$ cat config.mk
export PLATFORM = sky130hd
export DESIGN_NAME = tls_sni_extractor
export DESIGN_NICKNAME = d
export VERILOG_FILES = /design/src/tse_pkg.sv /design/src/tse_parser.sv /design/src/tse_out_queue.sv /design/src/tls_sni_extractor.sv
export SDC_FILE = /design/constraint.sdc
export NUM_CORES = 1
export LEC_CHECK = 0
export ABC_AREA = 1
export ABC_CLOCK_PERIOD_IN_PS = 9800
export BUFFER_PORTS_ARGS = -buffer_cell sky130_fd_sc_hd__buf_2
export CAP_MARGIN = 20
export CORE_MARGIN = 2
export CORE_UTILIZATION = 55
export DETAILED_ROUTE_END_ITERATION = 10
export PLACE_DENSITY_LB_ADDON = 0.05
export RECOVER_POWER = 100
export SETUP_SLACK_MARGIN = 0.05
export SYNTH_ARGS = -nofsm -noshare
export SYNTH_HDL_FRONTEND = slang
export SYNTH_SLANG_ARGS = --single-unit
$ cat constraint.sdc
create_clock -name clk -period 9.8 [get_ports clk]
set_clock_uncertainty 0.2 [all_clocks]
set_input_delay 1.47 -clock clk [delete_from_list [all_inputs] [get_ports clk]]
set_output_delay 1.47 -clock clk [all_outputs]
set_load 0.02 [all_outputs]
$ cat src/tse_pkg.sv
// Shared types and constants for the TLS server-name extractor.
package tse_pkg;

	// Protocol constants
	localparam logic [7:0]  TLS_HANDSHAKE   = 8'h16;
	localparam logic [7:0]  TLS_MAJOR       = 8'h03;
	localparam logic [7:0]  HS_CLIENT_HELLO = 8'h01;
	localparam int unsigned RANDOM_LEN      = 32;
	// Session id length byte follows record header, handshake header, version and random
	localparam logic [17:0] SID_POS         = 18'(9 + 2 + RANDOM_LEN);

	// Configuration port
	localparam int unsigned ADDR_W         = 3;
	localparam logic        REG_NAME_LIMIT = 1'b0;
	localparam logic [7:0]  NAME_LIMIT_RST = 8'd255;

	// Result kinds
	localparam logic KIND_NAME    = 1'b0;
	localparam logic KIND_VERDICT = 1'b1;

	// Output queue
	localparam int unsigned OQ_DEPTH = 4;
	localparam int unsigned OQ_PTR_W = $clog2(OQ_DEPTH);
	localparam int unsigned OQ_CNT_W = $clog2(OQ_DEPTH + 1);

	typedef struct packed {
		logic [7:0]  data_byte;
		logic        packet_first;
		logic [15:0] payload_length;
	} in_item_t;

	typedef struct packed {
		logic       result_kind;
		logic [7:0] name_byte;
		logic       name_last;
		logic       host_found;
		logic       hello_seen;
		logic [7:0] name_length;
	} out_item_t;

	// Up to two results per input beat; vld1 only ever set together with vld0
	typedef struct packed {
		logic      vld0;
		logic      vld1;
		out_item_t res0;
		out_item_t res1;
	} tse_push_t;

endpackage

$ cat src/tse_parser.sv
// Byte-wise ClientHello parser: state update and result forming for one beat.
module tse_parser (
	input  logic             clk,
	input  logic             arst_n,
	input  logic             take,
	input  tse_pkg::in_item_t item,
	input  logic [7:0]       name_limit,
	output tse_pkg::tse_push_t push
);
	import tse_pkg::*;

	typedef enum logic [4:0] {
		PH_IDLE, PH_DRAIN, PH_REC_TYPE, PH_REC_VER, PH_REC_LEN, PH_HS_TYPE,
		PH_HS_LEN, PH_SID_LEN, PH_CS_LEN, PH_CM_LEN, PH_EXTS_LEN, PH_EXT_TYPE,
		PH_EXT_LEN_SNI, PH_EXT_LEN_OTHER, PH_LIST_LEN, PH_ENTRY_TYPE,
		PH_ENTRY_LEN_HOST, PH_ENTRY_LEN_OTHER, PH_NAME
	} phase_t;

	// Parser state
	phase_t      phase_q;
	logic [15:0] idx_q, total_q;
	logic [23:0] acc_q;
	logic [1:0]  fbl_q;
	logic [16:0] skip_q, hello_end_q, ext_end_q, sn_end_q;
	logic [7:0]  nbl_q, emit_q;
	logic        found_q;
	logic [1:0]  marks_q;

	// State as seen by this beat (after a restart) and next state
	phase_t      c_phase, n_phase;
	logic [15:0] c_idx, c_total, n_idx, n_total;
	logic [23:0] c_acc, n_acc;
	logic [1:0]  c_fbl, n_fbl;
	logic [16:0] c_skip, c_hello_end, c_ext_end, c_sn_end;
	logic [16:0] n_skip, n_hello_end, n_ext_end, n_sn_end;
	logic [7:0]  c_nbl, c_emit, n_nbl, n_emit;
	logic        c_found, n_found;
	logic [1:0]  c_marks, n_marks;

	// Field completion working signals
	logic        zero_verdict, name_vld, verdict_vld, name_last_c, last_byte;
	logic [23:0] v;
	logic [16:0] p;
	logic [17:0] pv;
	logic [24:0] hs_end;
	logic        go_c, fail_c, direct_c, alt_c, begin_ok, alt_ok;
	logic [17:0] pos_c;
	logic [2:0]  chk_c;
	logic [1:0]  fw_c;
	logic [16:0] end_c;
	phase_t      ph_c;
	logic [7:0]  n_len;
	out_item_t   name_res, verdict_res;

	always_comb begin
		zero_verdict = item.packet_first && (item.payload_length == 16'd0);
		// A first byte restarts parsing from a clean slate
		if (item.packet_first) begin
			c_phase     = zero_verdict ? PH_IDLE : PH_REC_TYPE;
			c_idx       = '0;
			c_total     = item.payload_length;
			c_acc       = '0;
			c_fbl       = 2'd1;
			c_skip      = '0;
			c_hello_end = '0;
			c_ext_end   = '0;
			c_sn_end    = '0;
			c_nbl       = '0;
			c_emit      = '0;
			c_found     = 1'b0;
			c_marks     = '0;
		end else begin
			c_phase     = phase_q;
			c_idx       = idx_q;
			c_total     = total_q;
			c_acc       = acc_q;
			c_fbl       = fbl_q;
			c_skip      = skip_q;
			c_hello_end = hello_end_q;
			c_ext_end   = ext_end_q;
			c_sn_end    = sn_end_q;
			c_nbl       = nbl_q;
			c_emit      = emit_q;
			c_found     = found_q;
			c_marks     = marks_q;
		end

		n_phase     = c_phase;
		n_idx       = c_idx;
		n_total     = c_total;
		n_acc       = c_acc;
		n_fbl       = c_fbl;
		n_skip      = c_skip;
		n_hello_end = c_hello_end;
		n_ext_end   = c_ext_end;
		n_sn_end    = c_sn_end;
		n_nbl       = c_nbl;
		n_emit      = c_emit;
		n_found     = c_found;
		n_marks     = c_marks;

		name_vld    = 1'b0;
		verdict_vld = 1'b0;
		name_last_c = 1'b0;

		v      = {c_acc[15:0], item.data_byte};
		p      = {1'b0, c_idx} + 17'd1;
		pv     = {1'b0, p} + {2'b0, v[15:0]};
		hs_end = {1'b0, v} + 25'd9;
		last_byte = (p >= {1'b0, c_total});

		go_c     = 1'b0;
		fail_c   = 1'b0;
		direct_c = 1'b0;
		alt_c    = 1'b0;
		pos_c    = '0;
		chk_c    = '0;
		fw_c     = '0;
		end_c    = '0;
		ph_c     = PH_DRAIN;
		n_len    = '0;
		begin_ok = 1'b0;
		alt_ok   = 1'b0;

		if (zero_verdict) begin
			verdict_vld = 1'b1;
		end else if (c_phase != PH_IDLE) begin
			// ClientHello signature marks
			if (c_idx == 16'd0 && item.data_byte == TLS_HANDSHAKE)
				n_marks[0] = 1'b1;
			if (c_idx == 16'd5 && item.data_byte == HS_CLIENT_HELLO)
				n_marks[1] = 1'b1;

			if (c_phase == PH_NAME) begin
				// Host name bytes
				if ({1'b0, c_idx} >= c_skip) begin
					n_nbl       = c_nbl - 8'd1;
					n_emit      = c_emit + 8'd1;
					name_vld    = 1'b1;
					name_last_c = (n_nbl == 8'd0);
					if (name_last_c)
						n_phase = PH_DRAIN;
				end
			end else if (c_phase != PH_DRAIN) begin
				// Field gathering
				if ({1'b0, c_idx} >= c_skip && c_fbl != 2'd0) begin
					n_acc = v;
					n_fbl = c_fbl - 2'd1;
					go_c  = (n_fbl == 2'd0);
				end
			end

			if (go_c) begin
				// Field complete: check it and pick the next field
				case (c_phase)
					PH_REC_TYPE: begin
						fail_c = (c_total < 16'd5) || (v != 24'(TLS_HANDSHAKE));
						ph_c = PH_REC_VER; pos_c = 18'd1; chk_c = 3'd1; fw_c = 2'd1;
						end_c = {1'b0, c_total};
					end
					PH_REC_VER: begin
						fail_c = (v != 24'(TLS_MAJOR));
						ph_c = PH_REC_LEN; pos_c = 18'd3; chk_c = 3'd2; fw_c = 2'd2;
						end_c = {1'b0, c_total};
					end
					PH_REC_LEN: begin
						fail_c = (v == 24'd0)
							|| ({1'b0, c_total} < ({1'b0, v[15:0]} + 17'd5))
							|| (c_total < 16'd9);
						ph_c = PH_HS_TYPE; pos_c = 18'd5; chk_c = 3'd1; fw_c = 2'd1;
						end_c = {1'b0, c_total};
					end
					PH_HS_TYPE: begin
						fail_c = (v != 24'(HS_CLIENT_HELLO));
						ph_c = PH_HS_LEN; pos_c = 18'd6; chk_c = 3'd3; fw_c = 2'd3;
						end_c = {1'b0, c_total};
					end
					PH_HS_LEN: begin
						fail_c = (v == 24'd0) || ({9'b0, c_total} < hs_end);
						if (!fail_c)
							n_hello_end = hs_end[16:0];
						ph_c = PH_SID_LEN; pos_c = SID_POS; chk_c = 3'd1; fw_c = 2'd1;
						end_c = hs_end[16:0];
					end
					PH_SID_LEN: begin
						fail_c = (pv > {1'b0, c_hello_end});
						ph_c = PH_CS_LEN; pos_c = pv; chk_c = 3'd2; fw_c = 2'd2;
						end_c = c_hello_end;
					end
					PH_CS_LEN: begin
						fail_c = (pv > {1'b0, c_hello_end});
						ph_c = PH_CM_LEN; pos_c = pv; chk_c = 3'd1; fw_c = 2'd1;
						end_c = c_hello_end;
					end
					PH_CM_LEN: begin
						fail_c = (pv > {1'b0, c_hello_end});
						ph_c = PH_EXTS_LEN; pos_c = pv; chk_c = 3'd2; fw_c = 2'd2;
						end_c = c_hello_end;
					end
					PH_EXTS_LEN: begin
						fail_c = (pv > {1'b0, c_hello_end});
						if (!fail_c)
							n_ext_end = pv[16:0];
						// need room for a whole extension header
						ph_c = PH_EXT_TYPE; pos_c = {1'b0, p}; chk_c = 3'd4; fw_c = 2'd2;
						end_c = pv[16:0];
					end
					PH_EXT_TYPE: begin
						ph_c = (v[15:0] == 16'h0000) ? PH_EXT_LEN_SNI : PH_EXT_LEN_OTHER;
						pos_c = {1'b0, p}; chk_c = 3'd2; fw_c = 2'd2;
						end_c = c_ext_end;
					end
					PH_EXT_LEN_SNI: begin
						fail_c = (pv > {1'b0, c_ext_end});
						if (!fail_c)
							n_sn_end = pv[16:0];
						ph_c = PH_LIST_LEN; pos_c = {1'b0, p}; chk_c = 3'd2; fw_c = 2'd2;
						end_c = pv[16:0];
					end
					PH_EXT_LEN_OTHER: begin
						fail_c = (pv > {1'b0, c_ext_end});
						ph_c = PH_EXT_TYPE; pos_c = pv; chk_c = 3'd4; fw_c = 2'd2;
						end_c = c_ext_end;
					end
					PH_LIST_LEN: begin
						fail_c = (pv > {1'b0, c_sn_end});
						ph_c = PH_ENTRY_TYPE; pos_c = {1'b0, p}; chk_c = 3'd3; fw_c = 2'd1;
						end_c = c_sn_end; alt_c = 1'b1;
					end
					PH_ENTRY_TYPE: begin
						ph_c = (v[15:0] == 16'h0000) ? PH_ENTRY_LEN_HOST : PH_ENTRY_LEN_OTHER;
						pos_c = {1'b0, p}; chk_c = 3'd2; fw_c = 2'd2;
						end_c = c_sn_end;
					end
					PH_ENTRY_LEN_HOST: begin
						fail_c   = (pv > {1'b0, c_sn_end});
						direct_c = 1'b1;
						if (!fail_c) begin
							n_found = 1'b1;
							n_len   = (v[15:0] > {8'b0, name_limit}) ? name_limit : v[7:0];
							n_nbl   = n_len;
							n_emit  = '0;
							if (n_len == 8'd0) begin
								n_phase = PH_DRAIN;
							end else begin
								n_phase = PH_NAME;
								n_skip  = p;
							end
						end
					end
					PH_ENTRY_LEN_OTHER: begin
						fail_c = (pv > {1'b0, c_sn_end});
						ph_c = PH_ENTRY_TYPE; pos_c = pv; chk_c = 3'd3; fw_c = 2'd1;
						end_c = c_sn_end; alt_c = 1'b1;
					end
					default: begin
						direct_c = 1'b1;
						n_phase  = PH_DRAIN;
					end
				endcase

				// Start the next field if it fits, else fall back or give up
				begin_ok = ({1'b0, pos_c} + {16'b0, chk_c}) <= {2'b0, end_c};
				alt_ok   = ({1'b0, c_sn_end} + 18'd4) <= {1'b0, c_ext_end};
				if (fail_c) begin
					n_phase = PH_DRAIN;
				end else if (!direct_c) begin
					if (begin_ok) begin
						n_phase = ph_c;
						n_skip  = pos_c[16:0];
						n_fbl   = fw_c;
						n_acc   = '0;
					end else if (alt_c && alt_ok) begin
						n_phase = PH_EXT_TYPE;
						n_skip  = c_sn_end;
						n_fbl   = 2'd2;
						n_acc   = '0;
					end else begin
						n_phase = PH_DRAIN;
					end
				end
			end

			// End of payload
			if (last_byte) begin
				verdict_vld = 1'b1;
				n_phase     = PH_IDLE;
			end else begin
				n_idx = p[15:0];
			end
		end

		// Result forming
		name_res             = '0;
		name_res.result_kind = KIND_NAME;
		name_res.name_byte   = item.data_byte;
		name_res.name_last   = name_last_c;

		verdict_res             = '0;
		verdict_res.result_kind = KIND_VERDICT;
		if (!zero_verdict) begin
			verdict_res.host_found  = n_found;
			verdict_res.hello_seen  = (c_total >= 16'd6) && (n_marks == 2'b11);
			verdict_res.name_length = n_emit;
		end

		push.vld0 = take && (name_vld || verdict_vld);
		push.vld1 = take && name_vld && verdict_vld;
		push.res0 = name_vld ? name_res : verdict_res;
		push.res1 = verdict_res;
	end

	// Control state
	always_ff @(posedge clk or negedge arst_n) begin
		if (!arst_n) begin
			phase_q     <= PH_IDLE;
			idx_q       <= '0;
			total_q     <= '0;
			acc_q       <= '0;
			fbl_q       <= '0;
			skip_q      <= '0;
			hello_end_q <= '0;
			ext_end_q   <= '0;
			sn_end_q    <= '0;
			nbl_q       <= '0;
			emit_q      <= '0;
			found_q     <= 1'b0;
			marks_q     <= '0;
		end else if (take) begin
			phase_q     <= n_phase;
			idx_q       <= n_idx;
			total_q     <= n_total;
			acc_q       <= n_acc;
			fbl_q       <= n_fbl;
			skip_q      <= n_skip;
			hello_end_q <= n_hello_end;
			ext_end_q   <= n_ext_end;
			sn_end_q    <= n_sn_end;
			nbl_q       <= n_nbl;
			emit_q      <= n_emit;
			found_q     <= n_found;
			marks_q     <= n_marks;
		end
	end

endmodule

$ cat src/tse_out_queue.sv
// Small result queue: takes up to two results a cycle, hands out one a beat.
module tse_out_queue (
	input  logic                clk,
	input  logic                arst_n,
	input  tse_pkg::tse_push_t  push,
	input  logic                out_stall,
	output logic                out_valid,
	output tse_pkg::out_item_t  out_data,
	output logic                room
);
	import tse_pkg::*;

	out_item_t             mem_q [OQ_DEPTH];
	logic [OQ_PTR_W-1:0]   wr_q, rd_q;
	logic [OQ_CNT_W-1:0]   count_q;
	logic                  pop;
	logic [OQ_PTR_W-1:0]   wr_nx;

	assign out_valid = (count_q != '0);
	assign out_data  = mem_q[rd_q];
	assign pop       = out_valid && !out_stall;
	assign wr_nx     = wr_q + OQ_PTR_W'(1);
	// Room for a full pair of results
	assign room      = (count_q <= OQ_CNT_W'(OQ_DEPTH - 2));

	// Entry storage
	always_ff @(posedge clk) begin
		for (int k = 0; k < OQ_DEPTH; k++) begin
			if (push.vld0 && wr_q == OQ_PTR_W'(k))
				mem_q[k] <= push.res0;
			else if (push.vld1 && wr_nx == OQ_PTR_W'(k))
				mem_q[k] <= push.res1;
		end
	end

	// Pointers and fill count
	always_ff @(posedge clk or negedge arst_n) begin
		if (!arst_n) begin
			wr_q    <= '0;
			rd_q    <= '0;
			count_q <= '0;
		end else begin
			wr_q    <= wr_q + OQ_PTR_W'(push.vld0) + OQ_PTR_W'(push.vld1);
			rd_q    <= rd_q + OQ_PTR_W'(pop);
			count_q <= count_q + OQ_CNT_W'(push.vld0) + OQ_CNT_W'(push.vld1)
				- OQ_CNT_W'(pop);
		end
	end

endmodule

$ cat src/tls_sni_extractor.sv
// Top level of the TLS ClientHello server-name extractor.
//
//  channel  | direction | handshake           | beat payload
//  ---------+-----------+---------------------+---------------------------------
//  in       | input     | in_valid / in_stall | in_data: byte, first mark, length
//  out      | output    | out_valid/out_stall | out_data: name byte or verdict
//  config   | input     | APB psel/penable    | name_limit at addresses 0-3
//
// One payload byte a cycle while in_stall is low: byte register, then parse
// logic into a four-entry result queue, which registers each result.
// The final byte of a payload may give a name byte and a verdict; the queue
// takes both at once and hands them out on successive beats.
// in_stall rises only while the byte register is full and the queue lacks room
// for two results. Reset clears all control state and sets name_limit to 255.
module tls_sni_extractor (
	input  logic                         clk,
	input  logic                         arst_n,
	input  logic                         in_valid,
	output logic                         in_stall,
	input  tse_pkg::in_item_t            in_data,
	output logic                         out_valid,
	input  logic                         out_stall,
	output tse_pkg::out_item_t           out_data,
	input  logic                         psel,
	input  logic                         penable,
	input  logic                         pwrite,
	input  logic [tse_pkg::ADDR_W-1:0]   paddr,
	input  logic [31:0]                  pwdata,
	output logic [31:0]                  prdata,
	output logic                         pready
);
	import tse_pkg::*;

	logic       valid_s1;
	in_item_t   item_s1;
	logic       room, take, accept;
	logic [7:0] name_limit_q;
	logic       reg_hit;
	tse_push_t  push;

	// Configuration register
	assign pready  = 1'b1;
	assign reg_hit = (paddr[ADDR_W-1] == REG_NAME_LIMIT);
	assign prdata  = reg_hit ? {24'b0, name_limit_q} : 32'b0;

	always_ff @(posedge clk or negedge arst_n) begin
		if (!arst_n)
			name_limit_q <= NAME_LIMIT_RST;
		else if (psel && penable && pwrite && reg_hit)
			name_limit_q <= pwdata[7:0];
	end

	// Input byte register
	assign take     = valid_s1 && room;
	assign in_stall = valid_s1 && !room;
	assign accept   = in_valid && !in_stall;

	always_ff @(posedge clk or negedge arst_n) begin
		if (!arst_n)
			valid_s1 <= 1'b0;
		else if (accept)
			valid_s1 <= 1'b1;
		else if (take)
			valid_s1 <= 1'b0;
	end

	always_ff @(posedge clk) begin
		if (accept)
			item_s1 <= in_data;
	end

	tse_parser u_parser (
		.clk        (clk),
		.arst_n     (arst_n),
		.take       (take),
		.item       (item_s1),
		.name_limit (name_limit_q),
		.push       (push)
	);

	tse_out_queue u_out_queue (
		.clk       (clk),
		.arst_n    (arst_n),
		.push      (push),
		.out_stall (out_stall),
		.out_valid (out_valid),
		.out_data  (out_data),
		.room      (room)
	);

endmodule

# Word level (Yosys, flattened, before mapping)
# Memory sizes are Yosys's and may differ from the RTL's.
# Cells that the tools add are included.
op_classes:
  n_reduce_logical: 65
  n_lt_le_gt_ge: 14
  addsub: 16
  eq_ne: 31
  muxes: 179
  n_bitwise: 5
op_table:
  columns: ["op", "count"]
  rows:
  - ["$mux W17", 32]
  - ["$mux W24", 11]
  - ["$mux W8", 18]
  - ["$mux W20", 7]
  - ["$pmux W18 S7", 1]
  - ["$pmux W17 S6", 1]
  - ["$mux W16", 5]
  - ["$mux W5", 13]
  - ["$pmux W5 S13", 1]
  - ["$mux W1", 61]
  - ["$gt A18 B17 Y1", 3]
  - ["$mux W18", 3]
  - ["$logic_not A16 Y1", 3]
  - ["$eq A5 B4 Y1 const B", 8]
  - ["$reduce_or A20 Y1", 2]
  - ["$mux W2", 17]
  - ["$add A24 B4 Y25 const B", 1]
  - ["$lt A16 B25 Y1", 1]
  - ["$logic_and A1 B1 Y1", 24]
  - ["$logic_not A24 Y1", 1]
  - ["$ne A24 B1 Y1 const B", 1]
  - ["$ne A24 B2 Y1 const B", 1]
  - ["$ne A24 B5 Y1 const B", 1]
  - ["$eq A5 B3 Y1 const B", 4]
  - ["53 further kinds", 90]
word_totals:
  register_bits: 191
  out_inout_bits: 55
  wordCells: 332
  inputBits: 67
  mem_count: 1
  ramBits: 80
mem_list:
  columns: ["memory", "depth", "word_bits", "rd", "rd_ports_with_merged_regs", "write_ports", "line", "rtl"]
  rows:
  - ["u_out_queue.mem_q", 4, 20, 1, 0, 2, "tse_out_queue.sv:13", "out_item_t mem_q [OQ_DEPTH];"]

# Longest topological paths before layout
# Gate-level depths: netlist of run 1.
logic_depth:
  word_depth: 21
  depth_mapped: 46
  mapped_depth_nobuf: 44

# Hierarchy
# Synthesis of run 1 repeated with hierarchy kept, for this count alone.
hier_totals:
  hier_cells: 3488
  hier_area_um2: 24043.1
by_module_without_submodules:
  columns: ["mod", "area_per_inst_um2", "cells_each", "seq_area_each_um2", "instances"]
  rows:
  - ["tse_parser", 17519.3, 2749, 3553.4, 1]
  - ["tse_out_queue", 5098.6, 624, 2577.5, 1]
  - ["tls_sni_extractor", 1425.1, 115, 985.9, 1]

# Worst setup path before layout of run 1
# No wires, ideal clock.
synth_timing:
  kind: "reg2reg"
  from: "register item_s1[16] (netlist name)"
  to: "register u_parser.skip_q[10]"
  stages_incl_launch_ff: 40
  setup_time_ns: 0.117
  t_required_ns: 9.483
  t_arrival_ns: 6.338
  setup_slack_ns: 3.145
  path_buffers: 7
  period_less_slack_ns: 6.655
  path_cell_list: "edfxtp_1 > buf_2 > buf_2 > buf_2 > buf_1 > clkbuf_1 > nor2_1 > ha_1 > or2_2 > nand2_1 > inv_1 > ha_1 > nand2_1 > nand3_1 > o21ai_0 > o21ai_0 > xor2_1 > inv_1 > (+4 left out) > nor2_1 > a21oi_1 > a21o_1 > inv_1 > ha_1 > a21oi_1 > o21ai_0 > o21bai_1 > a32o_1 > clkbuf_1 > clkbuf_1 > nand4_1 > nand2_1 > inv_1 > nand2_1 > nand3_1 > nand2_1 > nand2_1"
synth_via:
  elab_chain_cells: 17
  elab_cells_between_ends: 117
  cone_classes: "add/sub (7); order compare (11); eq/ne (21); mux (50); reduce/logical (28)"
synth_lines:
  columns: ["element", "line", "rtl"]
  rows:
  - ["from (decl)", "tls_sni_extractor.sv:35", "in_item_t item_s1;"]
  - ["from (signal assigned)", "tls_sni_extractor.sv:69", "item_s1 <= in_data;"]
  - ["parallel branches: the longest is 16 deep, another holds $add A18 B3 Y19", null, null]
  - ["$mux W17 *", "tse_parser.sv:125", "if (zero_verdict) begin"]
  - ["to (signal assigned)", "tse_parser.sv:335", "skip_q <= n_skip;"]
  - ["to (decl)", "tse_parser.sv:24", "logic [16:0] skip_q, hello_end_q, ext_end_q, sn_end_q;"]
# Mark *: on every way between the ends. The select of a mux whose other input is x is not followed.
# A chain may end at the register's enable or synchronous reset.

# Final worst setup path of run 1
layout_timing:
  from: "register item_s1[16] (netlist name)"
  to: "register u_parser.skip_q[14]"
# The elaborated chain is that of the path after synthesis.

==> metrics.txt, run 1 <==
post-route setup TNS 0 ps; post-route cell area 24300 µm²; hold depth 2; vias per std cell 5.93; final worst path period share 85.8%; ys async rst share 60.1%; CP delay by family, top simple AND/OR/NAND/NOR gates; first-pass GRT wire length 120000 µm; ANT nets after route 0; Setup CP Type register to register; initial core utilization 55.5%; clk slew on worst S/H paths 60 ps; worst vdd ir 0.000182 V; final cell utilization of the core 59.6%; CTS tree built; Worst-Skew Late Latency 600 ps; PortBufs 70; critical path's largest stage delay 1420 ps; CP max-delay cell clkbuf_1; Post-synth EDFFs 95; WP data arrival 8680 ps; crit path max fanout 31; Filler Cells Inserted 3907; reg2reg path depth 43; Post-CTS Resized 0; final setup fails 0; Setup crit start kind register; Max-cap violations 12; Synth Register Bits 263; GP Congestion 1.01; HP Start u_out_queue.mem_q[2][12]; Most common cell on crit path nand2_1; failing checks capacitance limit, slew limit; minimum clock period 8410 ps; setup repair bufs after CTS 0; Worst Max-Slew Pin Slew 3960 ps; nature of the critical path endpoint register; dpl ws 2170 ps; DR vias 22800; Seq/Total Area, Yosys 31.0%; Setup crit start item_s1[16]; vias in the first global route 21300; Rows 74; CP required 10080 ps; Die Y 207 µm; final wirelength 78700 µm; remaining routing DRC violations 0; Avg WL per Cell 20.5 µm; Num Clock Sinks 263; CTS buffer count 31; fin nets 3546; Hold/Removal Path Class register to register; Avg Inst Size Synth 6.97 µm²; RR Endpoint u_parser.skip_q[14]; CTS Root Cell clkbuf_16; violation count after the first detailed-route iteration 2545; unrepaired setup endpoints after global routing no; Leak 12.0 nW; Crit path buffers/inverters 9; cells after synthesis 3243; drt first pass iters 6; hold endpoint u_out_queue.mem_q[2][12]; ratio of cells with drive above 1 in the final layout 6.86%; Die ar. 42700 µm²; Most used DFF post-synth dfrtp_1; fmax 119 MHz; Final Hold Fails 0; GRT Residual Overflow 0; initial antenna violation count 0; Synthesis Warnings 0; Worst R2R Start item_s1[16]; largest net degree at the start of global routing 69; setup slack after layout 1390 ps; worst reg2reg setup slack 1390 ps; synthesized area 22600 µm²; Post-DP Area 23400 µm²; worst rel slew slack -164%; Core ar. 40700 µm²; GRT Overall Usage 36.4%; status finished, violations left; Distinct cells, synth 60; CTS max path bufs 3; Post-DP HPWL 59100 µm; Layout area overhead 7.41%; Ports 122; Max H-tree Level 1; Power per Cell Area 311 nW/µm²; # hold bufs at CTS 0; worst hold margin 243 ps; Die Wd 207 µm; Slew Viols, Final 415
-- through the flow --
step           power, mW  std cells
3_3_place_gp        6.18       3784
3_5_place_dp        6.30       3784
4_1_cts             7.47       3842
6_report            7.55       3843
5_1_grt             8.08       3842
2_1_floorplan       4.77       3266
-- power breakdown --
group,switching (mW),internal [mW]
clock,0.483,0.664
combinational,3.44,1.41
sequential,0.159,1.39
total,4.08,3.47
-- cells in the final DEF, fill, tap and decap left out, types with 17 or more instances in the layout --
| cell | count |
|---|---|
| nand2_1 | 812 |
| inv_1 | 404 |
| nor2_1 | 357 |
| o21ai_0 | 268 |
| ha_1 | 189 |
| nand3_1 | 186 |
| a21oi_1 | 163 |
| dfrtp_1 | 150 |
| edfxtp_1 | 95 |
| xor2_1 | 73 |
| nand4_1 | 69 |
| clkbuf_1 | 53 |
| o22ai_1 | 50 |
| buf_2 | 39 |
| buf_4 | 38 |
| nor3_1 | 36 |
| clkbuf_16 | 31 |
| conb_1 | 25 |
| nor4_1 | 18 |
| o21ai_1 | 17 |
-- cell families (layout without fill, tap and decap cells) --
family                     count (synthesis)  after routing  share of synthesized area (%)
AOI/OAI and AO/OA                        580            580                           14.2
xor gates and xnor gates                  85             85                           3.33
adders and majority gates                194            194                           10.9
buffers and inverters                    563            607                           10.2
DFF                                      263            263                           31.0
other                                      2             26                         0.0332
and+or+nand+nor                         1556           1556                           30.3
-- worst max-delay path by stage --
stage / to / slack, ps / cells past startpoint
after floorplan: u_parser.skip_q[10] / 3150 / 39
after global placement: u_parser.skip_q[14] / 2340 / 33
after detailed placement: u_parser.skip_q[14] / 2170 / 33
after CTS: u_parser.skip_q[14] / 2120 / 33
after global routing: u_parser.skip_q[14] / 860 / 43
final: u_parser.skip_q[14] / 1390 / 43
-- Yosys cell counts, types with 21 or more instances --
master,number,share of area [%]
a21oi_1,163,3.6
buf_4,27,0.90
clkbuf_1,76,1.3
dfrtp_1,150,17
edfxtp_1,95,13
ha_1,189,10
inv_1,399,6.6
inv_2,21,0.35
nand2_1,811,13
nand3_1,186,4.1
nand4_1,69,1.9
nor2_1,351,5.8
nor3_1,35,0.77
o21ai_0,263,5.8
o21ai_1,22,0.49
o22ai_1,50,1.4
xor2_1,73,2.8
-- worst reg2reg max path, delay by kind of cell, from the launching register on --
| family | cells | cell delay [ps] |
|---|---|---|
| adders and majority gates | 3 | 660 |
| AOI/OAI and AO/OA | 7 | 1330 |
| and+or+nand+nor | 24 | 3020 |
| buffers and inverters | 9 | 2640 |
| DFF | 1 | 420 |
-- sequential cells by signal (all words and copies together), names as in the netlist, 3 cells and up --
signal                flops
item_s1                  25
name_limit_q              8
u_out_queue.count_q       3
u_out_queue.mem_q        80
u_parser.acc_q           16
u_parser.emit_q           8
u_parser.ext_end_q       17
u_parser.hello_end_q     17
u_parser.idx_q           16
u_parser.nbl_q            8
u_parser.phase_q          5
u_parser.skip_q          17
u_parser.sn_end_q        17
u_parser.total_q         16
-- area by class of cell --
type / count / area [µm²] / area share, %
multi-input cells: 2440 / 13300 / 54.9
flip-flops and latches: 263 / 7020 / 28.9
inverters: 429 / 1620 / 6.67
clock buffers: 42 / 817 / 3.37
well taps: 532 / 666 / 2.74
repair buffers: 120 / 643 / 2.65
clock inverters: 16 / 175 / 0.721
diodes: 1 / 2.50 / 0.0103
-- metal layers --
layer  track usage [%]  vias to the layer above  wire (µm)
met5                 0                        -          0
met4              15.3                        0       3680
met3              6.12                      205       7430
met2              57.5                     1109      34600
met1              49.5                    10700      33100
li1                  -                    10800          -
Note: power is estimated with default switching activity, not from simulation.
==> run 2, diff against run 1 <==
Settings changed: PLACE_DENSITY set to 0.73, PLACE_DENSITY_LB_ADDON 0.05 to unset.
==> run 2 against run 1 <==
Effect of this change:
- the run still ends with capacitance limit, slew limit left
- sequential share of layout area grew 0.094 points
- clock power is essentially flat
- sequential cell count is the same
- final area shrank 0.32%
- core utilization shrank 0.19 points
- final cell count shrank 0.26%
- total power shrank 0.50%
- highest routed layer unchanged
==> metrics.txt, run 2 (same netlist as run 1, synthesis figures left out) <==
status finished, violations left; failing checks capacitance limit, slew limit; fin nets 3537; nature of the critical path endpoint register; Top Metal Used met4; most frequent cells in the layout nand2_1, inv_1, nor2_1; largest registers u_out_queue.mem_q (80), item_s1 (25); CP required 10080 ps; Avg WL per Cell 20.4 µm; Most common cell on crit path nand2_1; vias per std cell 5.93; DR vias 22700; CTS tree built; ratio of cells with drive above 1 in the final layout 6.57%; CTS buffer count 31; minimum clock period 8830 ps; Ports 122; setup slack after layout 975 ps; Crit path depth 35; vias in the first global route 21600; crit path max fanout 27; CP delay by family, top simple AND/OR/NAND/NOR gates; RR Endpoint u_parser.skip_q[0]; CTS Root Cell clkbuf_16; wl on met1 32200 µm; Setup crit start item_s1[16]; Core ar. 40700 µm²; initial antenna violation count 1; Setup crit start kind register; final wirelength 78200 µm; Num Clock Sinks 263; final worst path period share 90.1%; setup repair bufs after CTS 0; final cell utilization of the core 59.4%; Die ar. 42700 µm²; post-route setup TNS 0 ps; wire length on met3 7580 µm; remaining routing DRC violations 0; CTS max path bufs 3; PortBufs 70; # hold bufs at CTS 0; first-pass GRT wire length 120000 µm; Die Y 207 µm; Power per Cell Area 310 nW/µm²; Rows 74; critical path's largest stage delay 800 ps; violation count after the first detailed-route iteration 2321; met2 WL post-DR 34500 µm; Max H-tree Level 1; Setup CP Type register to register; initial core utilization 55.5%; Worst Max-Slew Pin Slew 3690 ps; GRT Residual Overflow 0; Post-CTS Resized 0; commonest non-fill, non-tap cell in the layout nand2_1; WP data arrival 9110 ps; end of the critical path u_parser.skip_q[0]; Post-DP Area 23400 µm²; worst rel slew slack -146%; Final Hold Fails 0; Worst-Skew Late Latency 620 ps; worst hold margin 255 ps; antenna cell count 0; fmax 113 MHz; Crit path buffers/inverters 6; largest net degree at the start of global routing 72; worst vdd ir 0.000182 V; Die Wd 207 µm; Layout area overhead 7.06%; final setup fails 0; clk slew on worst S/H paths 60 ps; unrepaired setup endpoints after global routing no; ANT nets after route 0; Most flops, register u_out_queue.mem_q; Leak 12.0 nW; GRT Overall Usage 36.2%; Max-cap violations 11; dpl ws 1910 ps; Worst R2R Start item_s1[16]; worst reg2reg setup slack 970 ps; drt first pass iters 6; Post-DP HPWL 58400 µm; GP Congestion 1.02; Hold/Removal Path Class register to register; max reg flops 80; reg2reg path depth 35; Slew Viols, Final 440; post-route cell area 24200 µm²; CP max-delay cell edfxtp_1
[run 2: worst min-delay path by stage]
stage	cells after the start	start	endpoint	slack, ps
final	2	u_out_queue.mem_q[2][17]	u_out_queue.mem_q[2][17]	260
after global placement	2	u_out_queue.mem_q[2][12]	u_out_queue.mem_q[2][12]	230
after global routing	2	u_out_queue.mem_q[2][17]	u_out_queue.mem_q[2][17]	270
after detailed placement	2	u_out_queue.mem_q[2][18]	u_out_queue.mem_q[2][18]	240
after floorplan	2	u_out_queue.mem_q[2][12]	u_out_queue.mem_q[2][12]	220
after CTS	2	u_out_queue.mem_q[2][18]	u_out_queue.mem_q[2][18]	250
[run 2: tightest hold or removal path, stage by stage (launching register included)]
cell     delay [ps]
dfxtp_1         310
inv_1            50
a21oi_1          50
[run 2: power by group]
group          leakage (nW)  internal, mW  switching (mW)  total [mW]
sequential             3.09          1.39           0.173        1.57
combinational          8.42          1.39            3.38        4.77
clock                 0.485         0.672           0.505        1.18
[run 2: routing by layer]
metal,vias up,track usage [%]
li1,10800,-
met1,10600,48.0
met2,1176,58.1
met3,253,6.58
met4,0,15.7
met5,-,0
[run 2: layout make-up]
type	instances	area (µm²)
Clock inverter	18	194
Timing Repair Buffer	111	581
Tap cell	532	666
Sequential cell	263	7020
Multi-Input combinational cell	2440	13300
Fill cell	3955	16500
Clock buffer	40	820
Inverter	429	1620
[run 2: metrics by stage]
stage | instances | total power, mW
floorplan | 3266 | 4.77
global placement | 3773 | 6.11
detailed placement | 3774 | 6.23
CTS | 3832 | 7.42
global route | 3833 | 8.04
finish | 3833 | 7.51
